### config.mk
export PLATFORM = sky130hd
export DESIGN_NAME = ready_queue_with_job_selection
export DESIGN_NICKNAME = d
export VERILOG_FILES = /design/src/rtl/rqjs_pkg.sv /design/src/rtl/rqjs_ctrl.sv /design/src/rtl/rqjs_dp.sv /design/src/rtl/ready_queue_with_job_selection.sv
export VERILOG_INCLUDE_DIRS = /design/src /design/src/rtl
export SDC_FILE = /design/constraint.sdc
export NUM_CORES = 1
export LEC_CHECK = 0
export BUFFER_PORTS_ARGS = -buffer_cell sky130_fd_sc_hd__buf_4
export CAP_MARGIN = 20
export CORE_ASPECT_RATIO = 0.75
export CORE_MARGIN = 3
export CORE_UTILIZATION = 55
export CTS_CLUSTER_DIAMETER = 100
export DETAILED_ROUTE_END_ITERATION = 7
export GPL_ROUTABILITY_DRIVEN = 0
export PLACE_DENSITY = 0.84
export SETUP_SLACK_MARGIN = 0.2
export SLEW_MARGIN = 20
export SYNTH_ARGS = -nofsm -noshare
export SYNTH_HDL_FRONTEND = slang
export SYNTH_SLANG_ARGS = --single-unit
### constraint.sdc
create_clock -name i_clk -period 5.2 [get_ports i_clk]
set_input_delay 1.04 -clock i_clk [delete_from_list [all_inputs] [get_ports i_clk]]
set_output_delay 1.04 -clock i_clk [all_outputs]
set_load 0.02 [all_outputs]
### src/rtl/ready_queue_with_job_selection_assert.svh
// ----------------------------------------------------------------------------
// Ready queue assertion macros
// Shared property wrappers for the ready queue checks.
// ----------------------------------------------------------------------------
`ifndef READY_QUEUE_WITH_JOB_SELECTION_ASSERT_SVH
`define READY_QUEUE_WITH_JOB_SELECTION_ASSERT_SVH

// same-cycle implication, clocked on i_clk, off during reset
`define RQJS_ASSERT_NOW(label, ante, cons, msg) \
    label: assert property (@(posedge i_clk) disable iff (!i_rst_n) (ante) |-> (cons)) \
        else $error(msg);

// next-cycle implication
`define RQJS_ASSERT_NEXT(label, ante, cons, msg) \
    label: assert property (@(posedge i_clk) disable iff (!i_rst_n) (ante) |=> (cons)) \
        else $error(msg);

`endif

### src/rtl/rqjs_pkg.sv
// ----------------------------------------------------------------------------
// Ready queue package
// Types, codes and word layout shared by the ready queue modules.
// ----------------------------------------------------------------------------
`timescale 1ns / 1ps

package rqjs_pkg;

    localparam int OP_W       = 3;
    localparam int ST_W       = 2;
    localparam int POS_W      = 4;
    localparam int OCC_W      = 5;
    localparam int ENTRY_W    = 40;
    localparam int IN_DATA_W  = 48;
    localparam int OUT_DATA_W = 56;
    localparam int IN_PAD_W   = IN_DATA_W - ENTRY_W - POS_W;
    localparam int OUT_PAD_W  = OUT_DATA_W - ENTRY_W - POS_W - OCC_W;

    localparam logic [OP_W-1:0] OP_ENQ    = 3'd0;
    localparam logic [OP_W-1:0] OP_DEQ    = 3'd1;
    localparam logic [OP_W-1:0] OP_SHORT  = 3'd2;
    localparam logic [OP_W-1:0] OP_HIGH   = 3'd3;
    localparam logic [OP_W-1:0] OP_REMOVE = 3'd4;

    localparam logic [ST_W-1:0] ST_OK     = 2'd0;
    localparam logic [ST_W-1:0] ST_EMPTY  = 2'd1;
    localparam logic [ST_W-1:0] ST_FULL   = 2'd2;
    localparam logic [ST_W-1:0] ST_BADPOS = 2'd3;

    // pid in the low bits
    typedef struct packed {
        logic [15:0] burst;
        logic [7:0]  prio;
        logic [15:0] pid;
    } t_entry;

    typedef enum logic [1:0] {
        MD_SHORT,
        MD_HIGH,
        MD_SHIFT
    } t_mode;

    typedef enum logic [1:0] {
        SRC_ZERO,
        SRC_ECHO,
        SRC_BEST
    } t_src;

    typedef struct packed {
        logic            load;
        logic            enq;
        logic            sweep_start;
        logic            from_pos;
        logic            sweep;
        t_mode           mode;
        logic            shrink;
        logic            post;
        logic [ST_W-1:0] st;
        t_src            src;
    } t_cmd;

    typedef struct packed {
        logic [OP_W-1:0] op;
        logic            empty;
        logic            full;
        logic            pos_bad;
        logic            sweep_done;
        logic            out_busy;
    } t_stat;

endpackage

### src/rtl/rqjs_ctrl.sv
// ----------------------------------------------------------------------------
// Ready queue controller
// Sequences decode, memory sweep and result posting for one word at a time.
// ----------------------------------------------------------------------------
`timescale 1ns / 1ps

module rqjs_ctrl (
    input  logic           i_clk,
    input  logic           i_rst_n,
    input  logic           i_s_tvalid,
    output logic           o_s_tready,
    input  rqjs_pkg::t_stat i_stat,
    output rqjs_pkg::t_cmd  o_cmd
);
    import rqjs_pkg::*;

    typedef enum logic [1:0] {
        S_IDLE,
        S_DECODE,
        S_SWEEP,
        S_FINISH
    } t_state;

    t_state r_state, n_state;
    t_mode  w_mode;

    always_comb begin
        unique case (i_stat.op)
            OP_SHORT: w_mode = MD_SHORT;
            OP_HIGH:  w_mode = MD_HIGH;
            default:  w_mode = MD_SHIFT;
        endcase
    end

    always_comb begin
        o_cmd      = '0;
        o_cmd.mode = w_mode;
        o_cmd.src  = SRC_ZERO;
        o_s_tready = 1'b0;
        n_state    = r_state;
        unique case (r_state)
            S_IDLE: begin
                o_s_tready = 1'b1;
                if (i_s_tvalid) begin
                    o_cmd.load = 1'b1;
                    n_state    = S_DECODE;
                end
            end
            S_DECODE: begin
                priority if (i_stat.op == OP_ENQ) begin
                    if (!i_stat.out_busy) begin
                        o_cmd.post = 1'b1;
                        n_state    = S_IDLE;
                        if (i_stat.full) begin
                            o_cmd.st = ST_FULL;
                        end else begin
                            o_cmd.enq = 1'b1;
                            o_cmd.st  = ST_OK;
                            o_cmd.src = SRC_ECHO;
                        end
                    end
                end else if (i_stat.op > OP_REMOVE) begin
                    if (!i_stat.out_busy) begin
                        o_cmd.post = 1'b1;
                        o_cmd.st   = ST_OK;
                        n_state    = S_IDLE;
                    end
                end else if (i_stat.empty) begin
                    if (!i_stat.out_busy) begin
                        o_cmd.post = 1'b1;
                        o_cmd.st   = ST_EMPTY;
                        n_state    = S_IDLE;
                    end
                end else if (i_stat.op == OP_REMOVE && i_stat.pos_bad) begin
                    if (!i_stat.out_busy) begin
                        o_cmd.post = 1'b1;
                        o_cmd.st   = ST_BADPOS;
                        n_state    = S_IDLE;
                    end
                end else begin
                    o_cmd.sweep_start = 1'b1;
                    o_cmd.from_pos    = (i_stat.op == OP_REMOVE);
                    n_state           = S_SWEEP;
                end
            end
            S_SWEEP: begin
                o_cmd.sweep = 1'b1;
                if (i_stat.sweep_done) begin
                    n_state = S_FINISH;
                end
            end
            S_FINISH: begin
                if (!i_stat.out_busy) begin
                    o_cmd.post   = 1'b1;
                    o_cmd.st     = ST_OK;
                    o_cmd.src    = SRC_BEST;
                    o_cmd.shrink = (i_stat.op == OP_DEQ) || (i_stat.op == OP_REMOVE);
                    n_state      = S_IDLE;
                end
            end
            default: n_state = S_IDLE;
        endcase
    end

    always_ff @(posedge i_clk) begin
        if (!i_rst_n) begin
            r_state <= S_IDLE;
        end else begin
            r_state <= n_state;
        end
    end

endmodule

### src/rtl/rqjs_dp.sv
// ----------------------------------------------------------------------------
// Ready queue datapath
// Entry memory, occupancy, sweep pipeline, best-entry tracking, output word.
// ----------------------------------------------------------------------------
`timescale 1ns / 1ps

module rqjs_dp #(
    parameter int QUEUE_DEPTH = 16
) (
    input  logic                                i_clk,
    input  logic                                i_rst_n,
    input  logic [rqjs_pkg::IN_DATA_W-1:0]      i_s_tdata,
    input  logic [rqjs_pkg::OP_W-1:0]           i_s_tuser,
    input  rqjs_pkg::t_cmd                      i_cmd,
    output rqjs_pkg::t_stat                     o_stat,
    input  logic                                i_m_tready,
    output logic                                o_m_tvalid,
    output logic [rqjs_pkg::ST_W-1:0]           o_m_tuser,
    output logic [rqjs_pkg::OUT_DATA_W-1:0]     o_m_tdata
);
    import rqjs_pkg::*;

    localparam int IW = $clog2(QUEUE_DEPTH);
    localparam int CW = $clog2(QUEUE_DEPTH + 1);

    logic [OP_W-1:0]           r_op;
    t_entry                    r_item;
    logic [POS_W-1:0]          r_pos;
    logic [CW-1:0]             r_count, n_count;
    t_entry                    r_mem [QUEUE_DEPTH];
    logic [CW-1:0]             r_iss;
    logic                      r_dv;
    logic                      r_first;
    logic [IW-1:0]             r_didx;
    t_entry                    r_rdata;
    t_entry                    r_best;
    logic [IW-1:0]             r_best_pos;
    logic                      r_out_valid;
    logic [ST_W-1:0]           r_out_st;
    logic [OUT_DATA_W-1:0]     r_out_data;

    logic [CW+POS_W-1:0]       w_pos_ext;
    logic [CW+POS_W-1:0]       w_cnt_ext;
    logic                      w_issue;
    logic                      w_shift_wr;
    logic                      w_wr_en;
    logic [IW-1:0]             w_wr_addr;
    t_entry                    w_wr_data;
    logic                      w_better;
    t_entry                    w_res;
    logic [IW-1:0]             w_res_idx;
    logic [IW+POS_W-1:0]       w_res_idx_ext;
    logic [CW+OCC_W-1:0]       w_occ_ext;

    assign w_pos_ext = {{CW{1'b0}}, r_pos};
    assign w_cnt_ext = {{POS_W{1'b0}}, r_count};

    assign o_stat.op         = r_op;
    assign o_stat.empty      = (r_count == '0);
    assign o_stat.full       = (r_count == CW'(QUEUE_DEPTH));
    assign o_stat.pos_bad    = (w_pos_ext >= w_cnt_ext);
    assign o_stat.sweep_done = (r_iss == r_count) && !r_dv;
    assign o_stat.out_busy   = r_out_valid && !i_m_tready;

    assign w_issue    = i_cmd.sweep && (r_iss < r_count);
    assign w_shift_wr = i_cmd.sweep && r_dv && !r_first && (i_cmd.mode == MD_SHIFT);
    assign w_wr_en    = i_cmd.enq || w_shift_wr;
    assign w_wr_addr  = i_cmd.enq ? r_count[IW-1:0] : (r_didx - 1'b1);
    assign w_wr_data  = i_cmd.enq ? r_item : r_rdata;

    always_comb begin
        unique case (i_cmd.mode)
            MD_SHORT: w_better = (r_rdata.burst < r_best.burst);
            MD_HIGH:  w_better = (r_rdata.prio > r_best.prio);
            default:  w_better = 1'b0;
        endcase
    end

    always_comb begin
        n_count = r_count;
        if (i_cmd.enq) begin
            n_count = r_count + 1'b1;
        end else if (i_cmd.shrink) begin
            n_count = r_count - 1'b1;
        end
    end

    always_comb begin
        unique case (i_cmd.src)
            SRC_ECHO: begin
                w_res     = r_item;
                w_res_idx = r_count[IW-1:0];
            end
            SRC_BEST: begin
                w_res     = r_best;
                w_res_idx = r_best_pos;
            end
            default: begin
                w_res     = '0;
                w_res_idx = '0;
            end
        endcase
    end

    assign w_res_idx_ext = {{POS_W{1'b0}}, w_res_idx};
    assign w_occ_ext     = {{OCC_W{1'b0}}, n_count};

    always_ff @(posedge i_clk) begin
        if (i_cmd.load) begin
            r_op   <= i_s_tuser;
            r_item <= t_entry'(i_s_tdata[ENTRY_W-1:0]);
            r_pos  <= i_s_tdata[ENTRY_W+POS_W-1:ENTRY_W];
        end
    end

    always_ff @(posedge i_clk) begin
        if (w_wr_en) begin
            r_mem[w_wr_addr] <= w_wr_data;
        end
        r_rdata <= r_mem[r_iss[IW-1:0]];
    end

    always_ff @(posedge i_clk) begin
        if (!i_rst_n) begin
            r_count <= '0;
        end else begin
            r_count <= n_count;
        end
    end

    // compare / move acts in the cycle after its read is issued
    always_ff @(posedge i_clk) begin
        if (!i_rst_n) begin
            r_dv    <= 1'b0;
            r_first <= 1'b0;
        end else if (i_cmd.sweep_start) begin
            r_dv    <= 1'b0;
            r_first <= 1'b1;
        end else if (i_cmd.sweep) begin
            r_dv <= w_issue;
            if (r_dv) begin
                r_first <= 1'b0;
            end
        end else begin
            r_dv <= 1'b0;
        end
    end

    always_ff @(posedge i_clk) begin
        if (i_cmd.sweep_start) begin
            r_iss <= i_cmd.from_pos ? w_pos_ext[CW-1:0] : '0;
        end else if (w_issue) begin
            r_iss <= r_iss + 1'b1;
        end
        if (i_cmd.sweep) begin
            r_didx <= r_iss[IW-1:0];
            if (r_dv && (r_first || w_better)) begin
                r_best     <= r_rdata;
                r_best_pos <= r_didx;
            end
        end
    end

    always_ff @(posedge i_clk) begin
        if (!i_rst_n) begin
            r_out_valid <= 1'b0;
        end else if (i_cmd.post) begin
            r_out_valid <= 1'b1;
        end else if (i_m_tready) begin
            r_out_valid <= 1'b0;
        end
    end

    always_ff @(posedge i_clk) begin
        if (i_cmd.post) begin
            r_out_st   <= i_cmd.st;
            r_out_data <= {{OUT_PAD_W{1'b0}}, w_occ_ext[OCC_W-1:0],
                           w_res_idx_ext[POS_W-1:0], w_res};
        end
    end

    assign o_m_tvalid = r_out_valid;
    assign o_m_tuser  = r_out_st;
    assign o_m_tdata  = r_out_data;

endmodule

### src/rtl/ready_queue_with_job_selection.sv
// ----------------------------------------------------------------------------
// Ready queue with job selection
// Bounded ordered process queue with enqueue, dequeue, shortest-burst and
// highest-priority search, and remove by position.
// ----------------------------------------------------------------------------
// Input stream: tuser carries the opcode; tdata carries pid, priority, burst
// and position. Output stream: tuser carries the status; tdata carries pid,
// priority, burst, position and occupancy. One result word per input word.
// One word is processed at a time; the next is taken once the result has
// been loaded into the output register, even if that word is still stalled.
// Enqueue, unused opcodes and error cases: the result is posted from the
// decode state, and the input is ready again once it is loaded.
// Dequeue, finds and remove sweep the entry memory through its single read
// port, one entry per cycle from the start slot to the tail.
// A stalled output holds its word; a finished result then waits inside until
// the output register frees, and the input stays not ready.
// Reset empties the queue at once; no clearing pass over the entry memory.
// ----------------------------------------------------------------------------
`timescale 1ns / 1ps
`include "ready_queue_with_job_selection_assert.svh"

module ready_queue_with_job_selection #(
    parameter int QUEUE_DEPTH = 16
) (
    input  logic                            i_clk,
    input  logic                            i_rst_n,
    input  logic                            i_s_axis_tvalid,
    output logic                            o_s_axis_tready,
    // [15:0] pid, [23:16] priority_req, [39:24] burst, [43:40] position
    input  logic [rqjs_pkg::IN_DATA_W-1:0]  i_s_axis_tdata,
    // [2:0] opcode
    input  logic [rqjs_pkg::OP_W-1:0]       i_s_axis_tuser,
    output logic                            o_m_axis_tvalid,
    input  logic                            i_m_axis_tready,
    // [15:0] out_pid, [23:16] out_priority, [39:24] out_burst,
    // [43:40] out_position, [48:44] occupancy
    output logic [rqjs_pkg::OUT_DATA_W-1:0] o_m_axis_tdata,
    // [1:0] status
    output logic [rqjs_pkg::ST_W-1:0]       o_m_axis_tuser
);
    import rqjs_pkg::*;

    t_cmd  w_cmd;
    t_stat w_stat;

    logic                     w_in_acc;
    logic                     w_out_hold;
    logic                     w_out_err;
    logic                     w_out_empty;
    logic [ENTRY_W+POS_W-1:0] w_out_ent;
    logic [OCC_W-1:0]         w_out_occ;

    rqjs_ctrl u_ctrl (
        .i_clk      (i_clk),
        .i_rst_n    (i_rst_n),
        .i_s_tvalid (i_s_axis_tvalid),
        .o_s_tready (o_s_axis_tready),
        .i_stat     (w_stat),
        .o_cmd      (w_cmd)
    );

    rqjs_dp #(
        .QUEUE_DEPTH (QUEUE_DEPTH)
    ) u_dp (
        .i_clk      (i_clk),
        .i_rst_n    (i_rst_n),
        .i_s_tdata  (i_s_axis_tdata),
        .i_s_tuser  (i_s_axis_tuser),
        .i_cmd      (w_cmd),
        .o_stat     (w_stat),
        .i_m_tready (i_m_axis_tready),
        .o_m_tvalid (o_m_axis_tvalid),
        .o_m_tuser  (o_m_axis_tuser),
        .o_m_tdata  (o_m_axis_tdata)
    );

    assign w_in_acc    = i_s_axis_tvalid && o_s_axis_tready;
    assign w_out_hold  = o_m_axis_tvalid && !i_m_axis_tready;
    assign w_out_err   = o_m_axis_tvalid && (o_m_axis_tuser != ST_OK);
    assign w_out_empty = o_m_axis_tvalid && (o_m_axis_tuser == ST_EMPTY);
    assign w_out_ent   = o_m_axis_tdata[ENTRY_W+POS_W-1:0];
    assign w_out_occ   = o_m_axis_tdata[ENTRY_W+POS_W +: OCC_W];

    `RQJS_ASSERT_NEXT(a_one_word_at_a_time, w_in_acc, !o_s_axis_tready, "second word taken")
    `RQJS_ASSERT_NOW(a_error_fields_zero, w_out_err, w_out_ent == '0, "error word has an entry")
    `RQJS_ASSERT_NOW(a_empty_occupancy, w_out_empty, w_out_occ == '0, "empty with entries left")
    `RQJS_ASSERT_NOW(a_no_post_while_busy, w_cmd.post, !w_out_hold, "stalled word overwritten")

endmodule

==> results.md <==
* Syn Inst Count at ~1500
* Post-CTS Setup Bufs at 0
* Final period util at 0.7739
* Crit path buf inv count at 4
* TNS Setup at 0 ps
* Yosys top cell by area: edfxtp_1
* Post-synth ARST share at 0
* Grt ovf at 0
* Fmax at approximately 250 MHz
* Slew Limit Fails at 0
* Data required, critical path at between 5000 and 6000 ps
* Largest family of logic cells by synthesized area: multiplexers
* Max cap viols at 0
* Final Routed Wirelength at about 77000 µm
* Die height at between 200 and 250 µm
* R2R cell count at 10
* P&R area growth vs syn at 13.47%
* CP max-delay cell: nor2_4
* Top-area cell type share of the netlist area at 0.7358
* Seq cells post-synth at 841
* Synth top area cells: edfxtp_1 (74%), mux4_2 (14%), dfxtp_1 (3.1%)
* WS Path Type: flip-flop to flip-flop
* Most used DFF post-synth: edfxtp_1
* Mean Syn Cell Area at about 22 µm²
* WP depth at 10
* Fillcell total at 3601
* Layout cells sized above 1 at 0.2821
* Pwr per Cell Area at between 300 and 400 nW/µm²
* Ant diodes at 0
* Yosys cell types at 58
* CP Max Fanout at 18
* Simple-gate share of the synthesized area at 0.01942
* Static Leak at 11.82 nW
* CTS tree: done
* VDD IR-drop max at 0.2585 mV
* CTS sink cnt at 841
* Final Critical Period at 4024 ps
* Core Box Area at about 58000 µm²
* Worst-case clock buffer depth at 3
* R2r startpoint: u_dp.r_count[0]$_SDFF_PN0_
* Die area at approximately 62000 µm²
* CP most frequent cell: buf_4
* Largest net degree at the start of global routing at around 170
* Most frequent cell after synthesis: edfxtp_1
* Yosys warning count at 0
* Crit path max-delay family: simple AND/OR/NAND/NOR gates
* CP cell instances: inv_1, ha_1, nand4bb_1, and4b_1, buf_4, inv_2, mux2_2, nand2_1, nor2_4, buf_4
* Flop-to-flop setup slack at 1180 ps
* Clk slew on worst S/H paths at around 70 ps
* CTS hold repair buffers at 0
* Final setup viols at 0
* Clk_skew at 33.28 ps
* Tot GR Track Use at 0.2531
* Critical path arrival at 4320 ps
* DRT Pass-1 Iters at 5
* Mapped Area at about 32000 µm²
* Vias per cell at 6.525
* Dpl hpwl at between 40000 and 50000 µm
* Slew HR at 0.2111
* # rows at 76
* Worst setup path end: u_dp.r_mem[8][12]$_DFFE_PP_
* Initial Util at 0.5592
* Post-Synth Adder-Cell Area at 0.01473
* Worst setup startpoint: u_dp.r_count[0]$_SDFF_PN0_
* Outcome: completed
* Xor/xnor share of the synthesized area at 0.002713
* Worst Setup End Kind: flip-flop
* # port buffers at just over 100
* RSZ-0062 raised after global routing: no
* Post-synthesis sequential area ratio at 0.7669
* Synth Area in Compound Gates at 0.02423
* Worst Hold Class: flip-flop to flip-flop
* Avg WL per Cell at approximately 31 µm
* Via count of the first global-routing pass at ~17000
* CTS buffer count at slightly below 80
* Initial antenna violation count at 2
* Final hold violation count at 0
* # resized after CTS at 0
* Chip Width at between 200 and 300 µm
* I/O pins at about 120
* Post-synth EDFFs at between 700 and 800
* Crit path launch type: flip-flop
* Multiplexer area fraction after synthesis at 0.1541
* CP max stage delay at ~710 ps
* Power after layout at 13.54 mW
* Nets at between 1500 and 2000
* Antenna-violating nets left at 0
* Worst reg2reg endpoint: u_dp.r_mem[8][12]$_DFFE_PP_
* DR vias at 16170
* H-Tree Depth at 3
* First-pass GRT wire length at between 100000 and 150000 µm
* Worst-Margin Slew at approximately 1200 ps
* DRC at 0
* Clk_lat worst skew at between 600 and 700 ps
* DR iter-0 viols at ~2300
* Synth cell count leaders: edfxtp_1 (791), mux4_2 (200), nor2_1 (70)
* CTS root buf: clkbuf_16
-- state kept, by name, summed over array words and instances, names as in the netlist --
signal and cells:
u_dp.r_best 40, u_dp.r_iss 5, u_ctrl.r_state 2, u_dp.r_count 5, u_dp.r_rdata 40, u_dp.o_m_tdata 49, u_dp.r_op 3, u_dp.r_first 1
u_dp.r_didx 4, u_dp.o_m_tvalid 1, u_dp.r_pos 4, u_dp.r_best_pos 4, u_dp.r_item 40, u_dp.r_dv 1, u_dp.o_m_tuser 2, u_dp.r_mem 640
-- cell families after synthesis --
logic type | count (synthesis)
compound gates | 105
xor+xnor | 10
fa+ha+maj | 38
buf+inv | 120
flops | 841
mux | 242
other cells | 1
simple gates | 133
-- through the flow --
step	instance area [µm²]	utilization	hold slack [ps]	instances	setup slack (ps)
2_1_floorplan	32310	-	404.3	1496	1137
3_3_place_gp	34170	0.5919	409.2	2338	996.2
3_5_place_dp	34170	0.5919	415.1	2338	949.2
4_1_cts	36630	0.6345	435.9	2478	1240
5_1_grt	36630	0.6345	438.8	2478	1113
6_report	36630	0.6345	435.6	2478	1176
-- cell type report --
cell class	count	area, µm²	area share
flip-flops and latches	841	24750	0.6758
repair buffers	142	1166	0.03184
multi-input cells	535	7119	0.1944
clock inverters	27	287.8	0.007857
clock buffers	113	2173	0.05934
inverters	40	150.1	0.004099
well taps	780	975.9	0.02665
-- how the worst min path moves through the flow --
stage	end	cells after the start	startpoint
global placement	u_dp.r_best[5]$_DFFE_PP_	0	u_dp.r_rdata[5]$_DFF_P_
global route	u_dp.r_best[11]$_DFFE_PP_	0	u_dp.r_rdata[11]$_DFF_P_
floorplan	u_dp.r_best[0]$_DFFE_PP_	0	u_dp.r_rdata[0]$_DFF_P_
finish	u_dp.r_best[11]$_DFFE_PP_	0	u_dp.r_rdata[11]$_DFF_P_
detailed placement	u_dp.r_best[5]$_DFFE_PP_	0	u_dp.r_rdata[5]$_DFF_P_
CTS	u_dp.r_best[11]$_DFFE_PP_	0	u_dp.r_rdata[11]$_DFF_P_
-- report_power, final --
part	internal (mW)	switching, mW	leakage [nW]
logic	0.172	0.288	3.05
registers	7.48	0.0616	7.58
clock network	3.08	2.46	1.19
total	10.7	2.81	11.8
-- layer usage --
metal / share of wire / GRT usage / routed length, µm
met1: 0.38 / 0.3556 / 29280
met2: 0.48 / 0.3893 / 36960
met3: 0.10 / 0.05956 / 8037
met4: 0.039 / 0.1045 / 3030
met5: 0.00010 / 0 / 8
-- cells in the final DEF (no fill, tap or decap), types with 3 or more instances in the layout --
master | synthesis | layout
edfxtp_1 | 791 | 791
mux4_2 | 200 | 200
buf_4 | 7 | 134
clkbuf_16 | 0 | 78
nor2_1 | 70 | 53
dfxtp_1 | 50 | 50
a22oi_1 | 45 | 45
inv_1 | 38 | 38
mux2_1 | 38 | 38
ha_1 | 38 | 36
clkbuf_1 | 41 | 26
nand2_1 | 23 | 23
nor2_4 | 0 | 17
a21oi_1 | 13 | 13
clkbuf_8 | 0 | 9
clkinv_1 | 0 | 8
buf_12 | 0 | 8
a21o_1 | 7 | 7
nand3_1 | 7 | 7
xnor2_1 | 7 | 7
a32oi_1 | 7 | 7
conb_1 | 1 | 7
clkinv_2 | 0 | 7
nand4_1 | 6 | 6
o21ai_0 | 6 | 5
nand2b_1 | 4 | 4
a211oi_1 | 4 | 4
a22o_1 | 4 | 4
and4b_1 | 3 | 3
nor2b_1 | 3 | 3
xor2_1 | 3 | 3
nor3_1 | 3 | 3
mux2i_1 | 3 | 3
and2_1 | 4 | 3
clkinv_8 | 0 | 3
inv_6 | 0 | 3
bufinv_16 | 0 | 3
(Power assumes the default switching activity.)
